**config.mk**
```make
export PLATFORM = sky130hd
export DESIGN_NAME = escaped_byte_frame_packer
export DESIGN_NICKNAME = d
export VERILOG_FILES = /design/src/rtl/core/ebfp_pkg.sv /design/src/rtl/core/ebfp_front.sv /design/src/rtl/core/ebfp_queue.sv /design/src/rtl/core/ebfp_back.sv /design/src/rtl/core/escaped_byte_frame_packer.sv
export SDC_FILE = /design/constraint.sdc
export NUM_CORES = 1
export LEC_CHECK = 0
export ABC_CLOCK_PERIOD_IN_PS = 11800
export BUFFER_PORTS_ARGS = -buffer_cell sky130_fd_sc_hd__buf_4
export CAP_MARGIN = 20
export CELL_PAD_IN_SITES_DETAIL_PLACEMENT = 1
export CELL_PAD_IN_SITES_GLOBAL_PLACEMENT = 2
export CORE_MARGIN = 2
export CORE_UTILIZATION = 30
export DETAILED_ROUTE_END_ITERATION = 7
export GPL_TIMING_DRIVEN = 0
export PLACE_DENSITY = 0.7
export SLEW_MARGIN = 20
export SYNTH_ARGS = -nofsm -noshare
export SYNTH_HDL_FRONTEND = slang
export SYNTH_SLANG_ARGS = --single-unit
```
**constraint.sdc**
```tcl
create_clock -name aclk -period 11.8 [get_ports aclk]
set_input_delay 0.59 -clock aclk [delete_from_list [all_inputs] [get_ports aclk]]
set_output_delay 0.59 -clock aclk [all_outputs]
set_load 0.05 [all_outputs]
```
**src/rtl/core/ebfp_pkg.sv**
```systemverilog
// ----------------------------------------------------------------------------
// ebfp_pkg
// Shared types and constants of the escaped byte frame packer.
// ----------------------------------------------------------------------------
package ebfp_pkg;

    localparam int          SLOT_MAX = 8;
    localparam logic [7:0]  ESC_BYTE = 8'h7d;
    localparam logic [7:0]  INS_BYTE = 8'h82;
    localparam logic [7:0]  PAD_BYTE = 8'h00;
    localparam int          Q_DEPTH  = 2;

    // One classified source byte on its way from front to back
    typedef struct packed {
        logic [7:0] data;
        logic       ins;   // place an escape filler ahead of data
        logic       last;  // final source byte of the message
    } ebfp_entry_t;

    typedef struct packed {
        logic [1:0] count;
        logic       full;
        logic       empty;
    } ebfp_q_stat_t;

    typedef struct packed {
        logic load;       // a frame enters the output register
        logic load_last;  // and it closes the message
        logic fill_zero;  // no bytes pending in the open frame
        logic pop;        // the head entry is retired
    } ebfp_back_stat_t;

endpackage

```
**src/rtl/core/ebfp_front.sv**
```systemverilog
// ----------------------------------------------------------------------------
// ebfp_front
// Accepts source bytes, tracks the message position and flags each byte
// for escape filler insertion and end of message.
// ----------------------------------------------------------------------------
module ebfp_front (
    input  logic                 aclk,
    input  logic                 aresetn,
    input  logic                 in_valid,
    input  logic                 in_ready,
    input  logic [7:0]           data_byte,
    input  logic [15:0]          msg_length,
    output logic                 push,
    output ebfp_pkg::ebfp_entry_t push_entry
);
    import ebfp_pkg::*;

    logic [15:0] index_reg, index_next;
    logic        prev_esc_reg, prev_esc_next;
    logic        is_last;
    logic        is_ins;

    always_comb begin
        is_last = ({1'b0, index_reg} + 17'd1) >= {1'b0, msg_length};
        is_ins  = prev_esc_reg && (index_reg >= 16'd3)
                  && (({2'b00, index_reg} + 18'd2) <= {2'b00, msg_length});
        // zero-length beats are taken and dropped
        push    = in_valid && in_ready && (msg_length != 16'd0);

        push_entry.data = data_byte;
        push_entry.ins  = is_ins;
        push_entry.last = is_last;

        index_next    = index_reg;
        prev_esc_next = prev_esc_reg;
        if (push) begin
            if (is_last) begin
                index_next    = 16'd0;
                prev_esc_next = 1'b0;
            end else begin
                index_next    = index_reg + 16'd1;
                prev_esc_next = (data_byte == ESC_BYTE);
            end
        end
    end

    always_ff @(posedge aclk) begin
        if (!aresetn) begin
            index_reg    <= 16'd0;
            prev_esc_reg <= 1'b0;
        end else begin
            index_reg    <= index_next;
            prev_esc_reg <= prev_esc_next;
        end
    end

endmodule

```
**src/rtl/core/ebfp_queue.sv**
```systemverilog
// ----------------------------------------------------------------------------
// ebfp_queue
// Two-entry queue that decouples the classifier from the frame builder.
// ----------------------------------------------------------------------------
module ebfp_queue (
    input  logic                  aclk,
    input  logic                  aresetn,
    input  logic                  push,
    input  ebfp_pkg::ebfp_entry_t push_entry,
    input  logic                  pop,
    output ebfp_pkg::ebfp_entry_t head,
    output ebfp_pkg::ebfp_q_stat_t stat
);
    import ebfp_pkg::*;

    ebfp_entry_t mem [Q_DEPTH];
    logic        wr_ptr_reg, wr_ptr_next;
    logic        rd_ptr_reg, rd_ptr_next;
    logic [1:0]  count_reg, count_next;

    always_comb begin
        head       = mem[rd_ptr_reg];
        stat.count = count_reg;
        stat.full  = (count_reg == 2'(Q_DEPTH));
        stat.empty = (count_reg == 2'd0);

        wr_ptr_next = push ? ~wr_ptr_reg : wr_ptr_reg;
        rd_ptr_next = pop  ? ~rd_ptr_reg : rd_ptr_reg;
        count_next  = count_reg + {1'b0, push} - {1'b0, pop};
    end

    always_ff @(posedge aclk) begin
        if (push) begin
            mem[wr_ptr_reg] <= push_entry;
        end
    end

    always_ff @(posedge aclk) begin
        if (!aresetn) begin
            wr_ptr_reg <= 1'b0;
            rd_ptr_reg <= 1'b0;
            count_reg  <= 2'd0;
        end else begin
            wr_ptr_reg <= wr_ptr_next;
            rd_ptr_reg <= rd_ptr_next;
            count_reg  <= count_next;
        end
    end

endmodule

```
**src/rtl/core/ebfp_back.sv**
```systemverilog
// ----------------------------------------------------------------------------
// ebfp_back
// Places one byte per cycle into the open frame, stalling while a due frame
// waits on a held output register, and hands full or final frames to it.
// ----------------------------------------------------------------------------
module ebfp_back #(
    parameter int FRAME_BYTES = 8
) (
    input  logic                     aclk,
    input  logic                     aresetn,
    input  logic                     head_valid,
    input  ebfp_pkg::ebfp_entry_t    head,
    output ebfp_pkg::ebfp_back_stat_t stat,
    output logic                     out_valid,
    input  logic                     out_ready,
    output logic [7:0]               out_bytes [ebfp_pkg::SLOT_MAX],
    output logic                     out_last
);
    import ebfp_pkg::*;

    localparam int FILL_W = (FRAME_BYTES > 1) ? $clog2(FRAME_BYTES) : 1;

    logic [7:0]        slots_reg [FRAME_BYTES];
    logic [FILL_W-1:0] fill_reg, fill_next;
    logic              phase_reg, phase_next;
    logic              out_valid_reg, out_valid_next;
    logic [7:0]        out_bytes_reg [SLOT_MAX];
    logic              out_last_reg;

    logic [7:0]        place_byte;
    logic              place_last;
    logic              filler_step;
    logic [FILL_W:0]   fill_inc;
    logic              emit;
    logic              fire;
    logic              pop;
    logic [7:0]        frame_w [SLOT_MAX];

    always_comb begin
        filler_step = head.ins && !phase_reg;
        place_byte  = filler_step ? INS_BYTE : head.data;
        place_last  = filler_step ? 1'b0 : head.last;
        fill_inc    = {1'b0, fill_reg} + {{FILL_W{1'b0}}, 1'b1};
        emit        = (fill_inc >= (FILL_W+1)'(FRAME_BYTES)) || place_last;
        // stall only when a frame must go out and the output is still held
        fire        = head_valid && (!emit || !out_valid_reg || out_ready);
        pop         = fire && !filler_step;

        for (int j = 0; j < SLOT_MAX; j++) begin
            if (j < FRAME_BYTES && j < int'(fill_reg)) begin
                frame_w[j] = slots_reg[j];
            end else if (j < FRAME_BYTES && j == int'(fill_reg)) begin
                frame_w[j] = place_byte;
            end else begin
                frame_w[j] = PAD_BYTE;
            end
        end

        fill_next  = fill_reg;
        phase_next = phase_reg;
        if (fire) begin
            fill_next  = emit ? '0 : fill_inc[FILL_W-1:0];
            phase_next = filler_step;
        end

        out_valid_next = (fire && emit) || (out_valid_reg && !out_ready);

        stat.load      = fire && emit;
        stat.load_last = fire && emit && place_last;
        stat.fill_zero = (fill_reg == '0);
        stat.pop       = pop;
    end

    always_ff @(posedge aclk) begin
        if (fire && !emit) begin
            slots_reg[fill_reg] <= place_byte;
        end
        if (fire && emit) begin
            out_bytes_reg <= frame_w;
            out_last_reg  <= place_last;
        end
    end

    always_ff @(posedge aclk) begin
        if (!aresetn) begin
            fill_reg      <= '0;
            phase_reg     <= 1'b0;
            out_valid_reg <= 1'b0;
        end else begin
            fill_reg      <= fill_next;
            phase_reg     <= phase_next;
            out_valid_reg <= out_valid_next;
        end
    end

    assign out_valid = out_valid_reg;
    assign out_bytes = out_bytes_reg;
    assign out_last  = out_last_reg;

endmodule

```
**src/rtl/core/escaped_byte_frame_packer.sv**
```systemverilog
// ----------------------------------------------------------------------------
// A completing beat goes into the queue, then its frame into the output
// register behind m_valid, after a filler step if that byte needs one.
// Throughput: 1 source beat per cycle while the queue has room; a byte that
// needs an escape filler holds the frame builder for an extra step, which
// fills the 2-entry queue and drops s_ready at full rate.
// Reset: aresetn low clears the message position, escape flag, open frame
// fill, queue and output valid; the block takes beats once aresetn is high.
// ----------------------------------------------------------------------------
// escaped_byte_frame_packer
// Packs message bytes into fixed frames, inserting an escape filler after
// mid-message 0x7d bytes and padding the final frame.
// ----------------------------------------------------------------------------
module escaped_byte_frame_packer #(
    parameter int FRAME_BYTES = 8
) (
    input  logic        aclk,
    input  logic        aresetn,
    input  logic        s_valid,
    output logic        s_ready,
    input  logic [7:0]  s_data_byte,
    input  logic [15:0] s_msg_length,
    output logic        m_valid,
    input  logic        m_ready,
    output logic [7:0]  m_byte0,
    output logic [7:0]  m_byte1,
    output logic [7:0]  m_byte2,
    output logic [7:0]  m_byte3,
    output logic [7:0]  m_byte4,
    output logic [7:0]  m_byte5,
    output logic [7:0]  m_byte6,
    output logic [7:0]  m_byte7,
    output logic        m_last_frame
);
    import ebfp_pkg::*;

    logic            push;
    ebfp_entry_t     push_entry;
    ebfp_entry_t     head;
    ebfp_q_stat_t    q_stat;
    ebfp_back_stat_t back_stat;
    logic [7:0]      frame_bytes [SLOT_MAX];

    assign s_ready = !q_stat.full;

    ebfp_front u_front (
        .aclk       (aclk),
        .aresetn    (aresetn),
        .in_valid   (s_valid),
        .in_ready   (s_ready),
        .data_byte  (s_data_byte),
        .msg_length (s_msg_length),
        .push       (push),
        .push_entry (push_entry)
    );

    ebfp_queue u_queue (
        .aclk       (aclk),
        .aresetn    (aresetn),
        .push       (push),
        .push_entry (push_entry),
        .pop        (back_stat.pop),
        .head       (head),
        .stat       (q_stat)
    );

    ebfp_back #(
        .FRAME_BYTES (FRAME_BYTES)
    ) u_back (
        .aclk       (aclk),
        .aresetn    (aresetn),
        .head_valid (!q_stat.empty),
        .head       (head),
        .stat       (back_stat),
        .out_valid  (m_valid),
        .out_ready  (m_ready),
        .out_bytes  (frame_bytes),
        .out_last   (m_last_frame)
    );

    assign m_byte0 = frame_bytes[0];
    assign m_byte1 = frame_bytes[1];
    assign m_byte2 = frame_bytes[2];
    assign m_byte3 = frame_bytes[3];
    assign m_byte4 = frame_bytes[4];
    assign m_byte5 = frame_bytes[5];
    assign m_byte6 = frame_bytes[6];
    assign m_byte7 = frame_bytes[7];

    a_queue_bound: assert property (@(posedge aclk) disable iff (!aresetn)
        q_stat.count <= 2'(Q_DEPTH))
        else $error("queue count beyond depth");

    a_pop_nonempty: assert property (@(posedge aclk) disable iff (!aresetn)
        back_stat.pop |-> !q_stat.empty)
        else $error("pop from empty queue");

    a_last_clears_fill: assert property (@(posedge aclk) disable iff (!aresetn)
        back_stat.load_last |=> back_stat.fill_zero)
        else $error("open frame not empty after final frame");

    a_load_when_free: assert property (@(posedge aclk) disable iff (!aresetn)
        (m_valid && !m_ready) |-> !back_stat.load)
        else $error("frame loaded over a waiting frame");

endmodule

```
# Word level (Yosys, flattened, before mapping)
# Memory sizes are Yosys's and may differ from the RTL's. A register that Yosys moved wholly into a read port is not among the register bits.
# Cells that the tools add are included.
# Widths: inputs -> output; s select.
# classes
add_sub_neg	6
order_cmp	11
n_eq_ne	9
muxes	25
n_bitwise	2
reduce_logical	24
# ops
operator	n
$mux 8	15
$le 18x16->1	1
$add 16x1->17 const B	1
$add 16x2->17 const B	1
$ge 17x16->1	1
$add 16x1->16 const B	1
$ge 16x2->1 const B	1
$mux 16	1
$reduce_bool 16->1	1
$eq 3x3->1 const A	4
$logic_and 1x1->1	10
$lt 3x3->1 const A	3
$eq 8x7->1 const B	1
$mux 1	8
$logic_not 1->1	7
$eq 2x3->1 const A	2
$lt 1x3->1 const A	2
$lt 2x3->1 const A	2
$add 3x1->4 const B	1
$ge 4x4->1 const B	1
$logic_or 1x1->1	4
$eq 1x3->1 const A	1
$logic_not 3->1	1
$mux 3	1
other kinds (5)	6
# totals
ff_bits	91
mem_bits_rw	84
inputBits	28
out_inout_bits	67
elab_cells	96
n_memories	2
# mem_list
name	depth	word_bits	rd	rd_clocked_by_memory_dff	wr	line_no	source
u_back.slots_reg	8	8	7	0	1	ebfp_back.sv:23	logic [7:0] slots_reg [FRAME_BYTES];
u_queue.mem	2	10	1	1	1	ebfp_queue.sv:16	ebfp_entry_t mem [Q_DEPTH];

# Longest topological paths before layout
# depth
depth_word	11
depth_mapped	14
mapped_depth_nobuf	13

# By module
# From an unflattened synthesis, not the netlist that was laid out.
# hier_totals
hier_cells	695
hier_area_um2	8090.3
# modules_own_cells
module	n_inst	cells_per_inst	area_each_um2	seq_area_each_um2
ebfp_back	1	372	4971.0	3733.6
ebfp_front	1	269	2168.3	340.3
ebfp_queue	1	52	943.4	700.7
escaped_byte_frame_packer	1	2	7.5	0.0

# Worst setup path before layout
# No wires, ideal clock.
# synth_timing
path_type	flip-flop to flip-flop
start	register u_back.fill_reg[1]
end	register u_back.out_bytes_reg, in the netlist u_back.out_bytes[0], enable pin
setup_time_ns	0.490
arrival_ns	3.901
required_time_ns	11.310
setup_slack_ns	7.409
stages_incl_launch_ff	6
path_buffers	1
period_less_slack_ns	4.391
path_cell_list	dfxtp_1 clkbuf_1 inv_2 nor2_1 a21oi_1 nor2_1
# synth_via
elab_chain_cells	8
# synth_lines
item	line_no	source
start: declaration	ebfp_back.sv:24	logic [FILL_W-1:0] fill_reg, fill_next;
start signal: assignment	ebfp_back.sv:90	fill_reg <= fill_next;
$add 3x1->4 *	ebfp_back.sv:43	fill_inc = {1'b0, fill_reg} + {{FILL_W{1'b0}}, 1'b1};
$ge 4x4->1 *	ebfp_back.sv:44	emit = (fill_inc >= (FILL_W+1)'(FRAME_BYTES)) || place_last;
$logic_or 1x1->1 *	ebfp_back.sv:44	
$logic_not 1->1	ebfp_back.sv:46	fire = head_valid && (!emit || !out_valid_reg || out_ready);
$logic_or 1x1->1 (2 in series)	ebfp_back.sv:46	
$logic_and 1x1->1	ebfp_back.sv:46	
$logic_and 1x1->1 *	ebfp_back.sv:78	if (fire && emit) begin
end signal: assignment	ebfp_back.sv:79	out_bytes_reg <= frame_w;
end: declaration	ebfp_back.sv:27	logic [7:0] out_bytes_reg [SLOT_MAX];
# Every way passes the cells marked *; elsewhere a longest branch is shown, timed or not.
# A chain may end at the register's enable or synchronous reset.

# Worst setup path after layout
# layout_timing
start	register u_front.index_reg[0]
end	register u_front.index_reg[9]
# layout_via
elab_chain_cells	3
word_cells_on_any_way	4
cone_classes	add/sub: 2; order compare: 1; mux: 1
# layout_lines
item	line_no	source
start: declaration	ebfp_front.sv:18	logic [15:0] index_reg, index_next;
start signal: assignment	ebfp_front.sv:52	index_reg <= index_next;
$add 16x1->17	ebfp_front.sv:24	is_last = ({1'b0, index_reg} + 17'd1) >= {1'b0, msg_length};
$ge 17x16->1	ebfp_front.sv:24	
$mux 16 *	ebfp_front.sv:37	if (is_last) begin
# Marked as above.

==> reports/results.tsv <==
metric	value	unit
fraction of layout cells with a size suffix above 1	22.9	%
clk slew on worst S/H paths	70	ps
ANT nets after route	0	
RSZ-0062 raised after global routing	false	
Mapped Area	7930	sq um
CP cell instances	ha_1 > nand3_4 > nor2_1 > nand2_1 > o21a_1 > or2_2 > ha_1 > nand4_1 > nor2_1 > a211o_1 > a221oi_4 > buf_6 > nand3_2 > a21oi_2	
Final Hold Fails	0	
fmax	0.247	GHz
Yosys reg bits	168	
setup TNS	0	ps
clock latency on the worst-skew pair	420	ps
die footprint	27800	sq um
Vias/cell	4.81	
Yosys Warn Count	0	
final-report max-slew violation count	0	
global-route wire length before repair	31300	microns
vias in the first global route	5712	
CP max stage delay	580	ps
post-route insts no fill	1131	
worst vdd ir	0.000124	V
Root Buffer Master	clkbuf_16	
Placer Congestion	0.774	
drt wl/cell	17.2	microns
Crit Path Class	flop to flop	
residual DRC count	0	
Cell Rows	59	
commonest register cell after synthesis	edfxtp_1	
commonest non-fill, non-tap cells in the layout	edfxtp_1 (141), buf_4 (98), nand2_1 (88)	
Die Height	167	microns
Inserted Clock Buffers	17	
Antenna Cells	0	
initial antenna violation count	0	
Avg Cell Area, Syn	11.9	sq um
synthesis-to-finish area growth	23.2	%
hold-fix buffers at CTS	0	
CTS tree	yes	
Worst R2R Setup Slack	7750	ps
Setup crit end kind	flop	
grt ovf	0	
Critical Path Source Type	flop	
Die Wd	167	microns
crit-path max FO	10	
Post-DP HPWL	14600	microns
count of final setup violators	0	
period utilization	34.3	%
syn_nets	738	
Power Density	199	nW/um^2
fin crit period	4050	ps
commonest non-fill, non-tap cell in the layout	edfxtp_1	
Worst Skew	8.59	ps
Starting DRT DRC Count	274	
starting density of the core	30.5	%
Placed Instances	1099	
Routed WL	19500	microns
post-CTS resize count	0	
Slew Limit Headroom	34.3	%
EDFF count, synth	141	
Post-Synthesis Cells	668	
Critical Path Slowest Stage Cell	a221oi_4	
Netlist cell types	54	
H-Tree Depth	4	
num ports	95	
via count	5440	
NumNets Final	853	
first drt pass iteration count	4	
Post-synth ARST share	0	%
worst-margin pin slew	978	ps
maximum clock path buffer count	2	
Port-buffer cells	94	
gr usage total	14.3	%
Hold Crit Class	input pin to flop	
leakage power	3.73	nW
max reg flops	64	
TritonCTS Sinks	168	
Max-Cap Viols	0	
critical path arrival	4400	ps
Setup Buffers After CTS	0	
outcome	complete, no violations	
Worst Path Required	12150	ps
largest net degree at the start of global routing	25	
sequential-to-total area share from yosys stat	60.2	%
core area	26000	sq um
## final timing paths
kind | start | to | depth (start not counted)
max | u_front.index_reg[0]$_SDFFE_PN0P_ | u_front.index_reg[9]$_SDFFE_PN0P_ | 14
min | s_data_byte[0] | u_queue.mem[0][2]$_DFFE_PP_ | 1
max reg2reg | u_front.index_reg[0]$_SDFFE_PN0P_ | u_front.index_reg[9]$_SDFFE_PN0P_ | 14
min reg2reg | u_queue.rd_ptr_reg$_SDFFE_PN0P_ | flop | 2
## power breakdown
part           leakage, nW  internal (mW)  switching, mW
Combinational         1.91          0.155          0.408
Sequential            1.53          0.767         0.0271
Clock                0.295          0.357          0.234
Total                 3.73           1.28          0.669
## worst max-delay path: cells and delay by family (launching register included)
kind / cells / cell delay [ps]
AOI/OAI and AO/OA: 4 / 1280
buffers and inverters: 1 / 250
and+or+nand+nor: 7 / 1270
adders and majority gates: 2 / 670
DFF: 1 / 510
## kinds of logic after synthesis
group | after synthesis | synth area share [%]
compound gates | 115 | 10.2
xor+xnor | 28 | 3.09
fa+ha+maj | 42 | 6.62
buf+inv | 64 | 3.55
flops | 168 | 60.2
mux | 10 | 1.28
simple gates | 241 | 15.1
## routing by layer
layer  track usage, %  up-vias  part of all wire (%)
li1                 -     2667                     -
met3             2.69       13                   3.3
met1             17.4     2658                    45
met5                0        -                     0
met2             25.9      102                    51
met4             4.01        0                  0.97
## final cells by class
class                      instances  area [sq um]
fill                            2856         16200
sequential                       168          4770
multi-input combinational        436          2910
timing repair buffer              96           761
clock buffer                      18           429
tap                              335           419
clock inverter                    14           196
buffer                            35           173
inverter                          29           109
## metrics by stage
stage               utilization [%]  cell area [sq um]  total power, mW  hold WS [ps]  setup WS (ps)
finish                         37.6               9770             1.95           361           7750
global route                   37.6               9770             2.04           344           7450
CTS                            37.6               9760             1.97           336           7750
detailed placement             35.2               9130             1.38           500           7770
global placement               34.9               9060             1.35           503           6170
floorplan                         -               7930             1.18           453           7410
## synth_stat cells, types with 2 or more instances
master    number  area [sq um]
o21ai_1        5          25.0
nor2_2         5          31.3
inv_2          2          7.51
nand2_2        2          12.5
nor4_1        13          81.3
o21ai_0       19          95.1
nand2_1       88           330
xnor2_1       15           131
nor2b_1        5          31.3
a22o_1        16           140
and3_1         2          12.5
a211o_1        3          26.3
mux2i_1        9          90.1
a21o_1         7          52.6
buf_4          4          30.0
nand3_1       40           200
nand3_2        5          50.1
ha_1          42           526
edfxtp_1     141          4230
a31oi_1        2          12.5
a21oi_1       28           140
nand4_1       13          81.3
a21boi_0       7          52.6
a22oi_1        8          60.1
inv_1         27           101
nor3_1        10          50.1
xor2_1        13           114
a21oi_2        7          61.3
and2_1        13          81.3
o211ai_1       2          15.0
clkbuf_1      14          52.6
nor2_1        35           131
buf_2          8          40.0
buf_1          6          22.5
or2_2          3          18.8
dfxtp_1       27           541
o21a_1         4          30.0
buf_6          2          22.5
No activity file was read; power rests on OpenSTA's default activity.
